--- config.mk ---
export PLATFORM = sky130hd
export DESIGN_NAME = atmg_merge
export DESIGN_NICKNAME = d
export VERILOG_FILES = /design/src/rtl/atmg_pkg.sv /design/src/rtl/atmg_merge.sv
export SDC_FILE = /design/constraint.sdc
export NUM_CORES = 1
export LEC_CHECK = 0
export BUFFER_PORTS_ARGS = -buffer_cell sky130_fd_sc_hd__buf_2
export CAP_MARGIN = 0
export CORE_MARGIN = 5
export CORE_UTILIZATION = 40
export DETAILED_ROUTE_END_ITERATION = 16
export GPL_TIMING_DRIVEN = 0
export PLACE_DENSITY = 0.68
export SLEW_MARGIN = 30
export SYNTH_ARGS = -nofsm -noshare
export SYNTH_HDL_FRONTEND = slang
export SYNTH_SLANG_ARGS = --single-unit
export TNS_END_PERCENT = 30
--- constraint.sdc ---
create_clock -name clk -period 4.9 [get_ports clk]
set_input_delay 0.49 -clock clk [delete_from_list [all_inputs] [get_ports clk]]
set_output_delay 0.49 -clock clk [all_outputs]
set_load 0.03 [all_outputs]
--- src/rtl/atmg_pkg.sv ---
`default_nettype none
// ----------------------------------------------------------------------------
// atmg_pkg: shared types, widths and gamma threshold table
// Widths cover any scale from 2^8 to 2^16; the threshold table holds
// floor(2^QUO_W * (b/255)^(20/9)) for every output code b below the top one.
// ----------------------------------------------------------------------------
package atmg_pkg;

	localparam int unsigned LANES  = 3;
	localparam int unsigned IN_W   = 16;
	localparam int unsigned OUT_W  = 8;
	// 251*x + 3*s and 243*x + 59*s with s up to 2^16
	localparam int unsigned ASUM_W = IN_W + 8;
	localparam int unsigned DSUM_W = IN_W + 9;
	localparam int unsigned NUM_W  = IN_W + ASUM_W;
	localparam int unsigned DEN_W  = IN_W + DSUM_W;
	// quotient bits of num/den kept for the threshold search
	localparam int unsigned QUO_W  = 40;
	// wide scratch for exact table construction: X^9 * 255^20 < 2^520
	localparam int unsigned BIG_W  = 9 * QUO_W + 168;
	localparam int unsigned CODES  = 1 << OUT_W;

	typedef struct packed {
		logic valid;
		logic sat;
	} lane_ctl_t;

	typedef logic [CODES-1:0][QUO_W-1:0] thr_tab_t;

	// Exact thresholds: largest x with x^9 * 255^20 <= b^20 * 2^(9*QUO_W).
	// Top code never matches; code zero is never probed.
	function automatic thr_tab_t build_thr();
		thr_tab_t          tab;
		logic [BIG_W-1:0]  k255;
		logic [BIG_W-1:0]  rhs;
		logic [BIG_W-1:0]  lhs;
		logic [QUO_W-1:0]  x;
		logic [QUO_W-1:0]  trial;
		k255 = BIG_W'(1);
		for (int i = 0; i < 20; i++) begin
			k255 = k255 * BIG_W'(255);
		end
		tab = '0;
		for (int b = 1; b < CODES - 1; b++) begin
			rhs = BIG_W'(1);
			for (int i = 0; i < 20; i++) begin
				rhs = rhs * BIG_W'(b);
			end
			rhs = rhs << (9 * QUO_W);
			x = '0;
			for (int k = QUO_W - 1; k >= 0; k--) begin
				trial = x | (QUO_W'(1) << k);
				lhs = k255;
				for (int i = 0; i < 9; i++) begin
					lhs = lhs * BIG_W'(trial);
				end
				if (lhs <= rhs) begin
					x = trial;
				end
			end
			tab[b] = x;
		end
		tab[CODES-1] = '1;
		return tab;
	endfunction

	localparam thr_tab_t GAMMA_THR = build_thr();

endpackage
`default_nettype wire

--- src/rtl/atmg_merge.sv ---
`default_nettype none
// ----------------------------------------------------------------------------
// atmg_merge: joins the lane results into one pixel and buffers the output
// Output register plus one skid entry; the lane pipelines advance while the
// skid entry is free.
// ----------------------------------------------------------------------------
module atmg_merge (
	input  wire logic                                              clk,
	input  wire logic                                              arst_n,
	input  wire atmg_pkg::lane_ctl_t [atmg_pkg::LANES-1:0]         lane_ctl,
	input  wire logic [atmg_pkg::LANES-1:0][atmg_pkg::OUT_W-1:0]   lane_px,
	output logic                                                   en,
	output logic                                                   m_tvalid,
	input  wire logic                                              m_tready,
	output logic      [atmg_pkg::LANES*atmg_pkg::OUT_W-1:0]        m_tdata
);
	import atmg_pkg::*;

	localparam int unsigned PX_W = LANES * OUT_W;

	logic            pipe_vld;
	logic            out_vld_q;
	logic            skid_vld_q;
	logic [PX_W-1:0] out_px_q;
	logic [PX_W-1:0] skid_px_q;
	logic            out_free;

	// all lanes carry the same pixel
	always_comb begin
		pipe_vld = 1'b1;
		for (int i = 0; i < LANES; i++) begin
			pipe_vld = pipe_vld & lane_ctl[i].valid;
		end
	end

	assign en       = ~skid_vld_q;
	assign out_free = ~out_vld_q | m_tready;

	// occupancy of output and skid registers
	always_ff @(posedge clk or negedge arst_n) begin
		if (!arst_n) begin
			out_vld_q  <= 1'b0;
			skid_vld_q <= 1'b0;
		end else if (out_free) begin
			out_vld_q  <= skid_vld_q | pipe_vld;
			skid_vld_q <= 1'b0;
		end else if (pipe_vld && en) begin
			skid_vld_q <= 1'b1;
		end
	end

	// pixel data
	always_ff @(posedge clk) begin
		if (out_free) begin
			out_px_q <= skid_vld_q ? skid_px_q : lane_px;
		end else if (pipe_vld && en) begin
			skid_px_q <= lane_px;
		end
	end

	assign m_tvalid = out_vld_q;
	assign m_tdata  = out_px_q;

endmodule
`default_nettype wire

==> run summary <==
Sorting the synthesized cells by area gives the leading types as sky130_fd_sc_hd__edfxtp_1, sky130_fd_sc_hd__mux2_4, sky130_fd_sc_hd__mux2_2, sky130_fd_sc_hd__dfrtp_1, sky130_fd_sc_hd__buf_12. For the area after detailed placement, the log shows 0.00228 mm2. For the first-pass GRT wire length, the log shows 4.78 mm. Share of post-route cells with drive strength above 1: 0.624.

The flow ran to the end, and the final reports show no timing, DRC or antenna violations. The tool flagged a number of max-cap violations equal to 0. The worst setup path is captured at a register. The logs give 50 for the sink count of the clock tree and 0 for the number of max-slew violations in the final report. Data arrival time at the worst-slack endpoint: 2.06 ns. The tools report the utilization of the core after routing as 0.506. Between clock sinks in the finished design, the worst skew comes to 0.00598 ns. The tools report the number of design rule violations left after detail routing as 0.

The total global-route track usage is 0.103. The buffers plus inverters on the worst setup path was 2. The remaining number of nets flagged by the antenna check after routing is 0, and the routed length per placed instance is 15.1 um. Kind of start point of the critical path: a primary input.

The tools report the die outline area as 0.00626 mm2. The post-layout instance area is 0.00237 mm2. The H-tree depth reported by CTS is 2.

The estimated wirelength of the detail-placed design is 2.22 mm. Total of endpoints with negative setup slack in the final report: 0. Once the clock tree was built, the resizer swapped 0 gates to a different size. The final layout contains routed wiring with a total length of 3.07 mm. In this run, placement finished with an instance count of 194. For the clock network latency to the later pin of the worst-skew pair, the log shows 0.29 ns. By startpoint and endpoint, the worst setup path is classified as primary input to register. The tools report the maximum frequency from static timing analysis as 0.485 GHz. For the row count, the log shows 25. Setup repair after global routing left no endpoint under its margin. After clock tree synthesis, the setup repair step added 0 buffers. In the final design database the tool counted 181 nets.

The Yosys step of the flow raised 0 warnings. For this run the aggregate overflow at the end of global routing stands at 0. In the final timing run, aggregate negative setup slack is 0 ns. The logs give 59 for the top-level port count and 2.87 ns for the slack of the worst reg-to-reg path. For the worst setup path, the data required time is 4.89 ns.

The busiest metal layer after global routing was met2. The tightest min-delay check is of the primary input to register type. After clock tree synthesis, the clock-pin slew on the worst setup and hold paths is 0.08 ns. The delay of the slowest cell on the worst path is 0.66 ns. The logs give 0.781 for the sequential-to-total area share from yosys stat and 0.110 for the met1 track utilization from global routing. After detailed routing, the number of vias per cell comes to 4.70.

TritonCTS built the clock tree. The worst slew margin relative to its limit is 0.549, and the critical-path maximum fanout is 27. Power density relative to cell area: 342 mW/mm2. The logs give 0.407 for the initial core utilization and 0.00469 mm2 for the area of the core. The area of the mapped netlist came out at 0.00191 mm2. The routed layout has 955 vias. The maximum ir drop on the vdd rail was 0.138 mV. The final critical-path required period is 2.06 ns, and the unique cell type count in the Yosys netlist is 11. Excluding fillers, the count of instances in the completed layout stands at 203. The run gives 0.946 nW as the leakage power. Area share of the largest cell type after synthesis: 0.754. From synthesis to final layout, the design area changed by 24.2%. The biggest area consumer among synthesized cells was sky130_fd_sc_hd__edfxtp_1. Traced cell by cell, the critical path runs through buf_2 > nand2b_2 > nor3_2 > buf_4. The tree is rooted in a sky130_fd_sc_hd__clkbuf_8. The layout has 396 filler cells.

From bottom edge to top edge, the die measures 79.1 um. Entering global routing, the biggest net connects 28 pins. The floorplan die width was 79.1 um; the final RePlAce weighted congestion was 0.683. Before antenna repair, the detailed router went through 4 iterations.

The run gives 0.182 as the met2 routing resource usage after global routing. The family of cells with the greatest summed delay on the critical path was simple AND/OR/NAND/NOR gates. The period utilization was 0.421.

The TritonCTS buffer count came out at 5. During placement, the flow inserted port buffers numbering 55. The run gives 0 as the initial antenna violation count. The via count of the first global-routing pass is 979, and the mean instance size in the synthesized netlist is 23.0 um2. The repair_antennas step left the layout with diodes totalling 0. At the pin with the least slew margin, the transition time is 0.673 ns. Counting every net in the synthesized netlist gives 116. Number of synthesized register bits: 50.

The logs give 0.0306 for the global-route met3 utilization and 0.390 ns for the worst hold slack. For the DRC violation total after the first TritonRoute iteration, the log shows 57. Deepest clock path buffer count: 2.

The number of standard cells after synthesis was 83. The largest individual stage delay along the critical path comes from the cell sky130_fd_sc_hd__nor3_2. Final count of hold timing violations: 0.
[stage by stage]
| step | setup slack [ns] | power [mW] |
|---|---|---|
| after floorplan | 1.57 | 0.567 |
| after global placement | 0.438 | 0.601 |
| after detailed placement | 2.46 | 0.604 |
| after CTS | 2.78 | 0.827 |
| after global routing | 2.68 | 0.849 |
| final | 2.84 | 0.812 |
[routing by layer]
| layer | wire length [um] | up-vias |
|---|---|---|
| li1 | - | 457 |
| met1 | 1190 | 465 |
| met2 | 1630 | 31 |
| met3 | 213 | 2 |
| met4 | 37 | 0 |
| met5 | 0 | - |
[worst paths after layout]
kind | from | endpoint | cells past startpoint
setup / recovery | m_tready | skid_px_q[17] | 4
hold / removal | lane_px[20] | skid_px_q[20] | 1
setup reg to reg | m_tvalid | skid_px_q[17] | 3
hold reg to reg | skid_px_q[1] | m_tdata[1] | 1
max in group asynchronous | arst_n | skid_vld_q | 2
min in group asynchronous | arst_n | m_tvalid | 2
[worst register-to-register path, cell delays in order (launching register included)]
cell and delay (ns):
sky130_fd_sc_hd__dfrtp_1 0.37, sky130_fd_sc_hd__nand2b_2 0.39, sky130_fd_sc_hd__nor3_2 0.67, sky130_fd_sc_hd__buf_4 0.31
[Yosys cell counts, drive strengths merged]
| cell type | number |
|---|---|
| inv | 1 |
| a21oi | 1 |
| nand2b | 1 |
| nand3 | 2 |
| edfxtp | 48 |
| dfrtp | 2 |
| mux2 | 24 |
| buf | 3 |
| nor3 | 1 |
[sequential cells by signal, summed over array words and instances, names as in the netlist]
name / cells
m_tdata: 24
m_tvalid: 1
skid_px_q: 24
skid_vld_q: 1
[kinds of logic after synthesis]
group,count (synthesis),synth area share
DFF,50,0.781
muxes,24,0.177
and+or+nand+nor,4,0.0111
buffers and inverters,4,0.0288
AOI/OAI and AO/OA,1,0.00262
[layout make-up]
| type | count | area (um2) | share of cell area |
|---|---|---|---|
| inverters | 1 | 3.75 | 0.00158 |
| clock inverters | 2 | 10.0 | 0.00422 |
| multi-input cells | 29 | 372 | 0.157 |
| well taps | 54 | 67.6 | 0.0285 |
| flip-flops and latches | 50 | 1490 | 0.629 |
| clock buffers | 6 | 72.6 | 0.0306 |
| repair buffers | 58 | 304 | 0.128 |
| plain buffers | 3 | 51.3 | 0.0216 |
[placed cells by master, fill, tap and decap left out]
| master | n |
|---|---|
| sky130_fd_sc_hd__a21oi_1 | 1 |
| sky130_fd_sc_hd__buf_12 | 2 |
| sky130_fd_sc_hd__buf_2 | 55 |
| sky130_fd_sc_hd__buf_4 | 1 |
| sky130_fd_sc_hd__buf_6 | 2 |
| sky130_fd_sc_hd__clkbuf_1 | 1 |
| sky130_fd_sc_hd__clkbuf_8 | 5 |
| sky130_fd_sc_hd__clkinv_2 | 2 |
| sky130_fd_sc_hd__dfrtp_1 | 2 |
| sky130_fd_sc_hd__dlygate4sd3_1 | 1 |
| sky130_fd_sc_hd__edfxtp_1 | 48 |
| sky130_fd_sc_hd__inv_1 | 1 |
| sky130_fd_sc_hd__mux2_2 | 6 |
| sky130_fd_sc_hd__mux2_4 | 18 |
| sky130_fd_sc_hd__nand2b_2 | 1 |
| sky130_fd_sc_hd__nand3_1 | 2 |
| sky130_fd_sc_hd__nor3_2 | 1 |
[timing repair]
action	4_1_cts	5_1_grt
hold endpoints to repair	2	0
setup endpoints to repair	0	0
hold buffers	1	0
[where the power goes]
part | internal, mW | switching (mW)
clock network | 0.0990 | 0.121
registers | 0.491 | 0.00453
logic | 0.0366 | 0.0606
No activity file was read; power rests on OpenSTA's default activity.
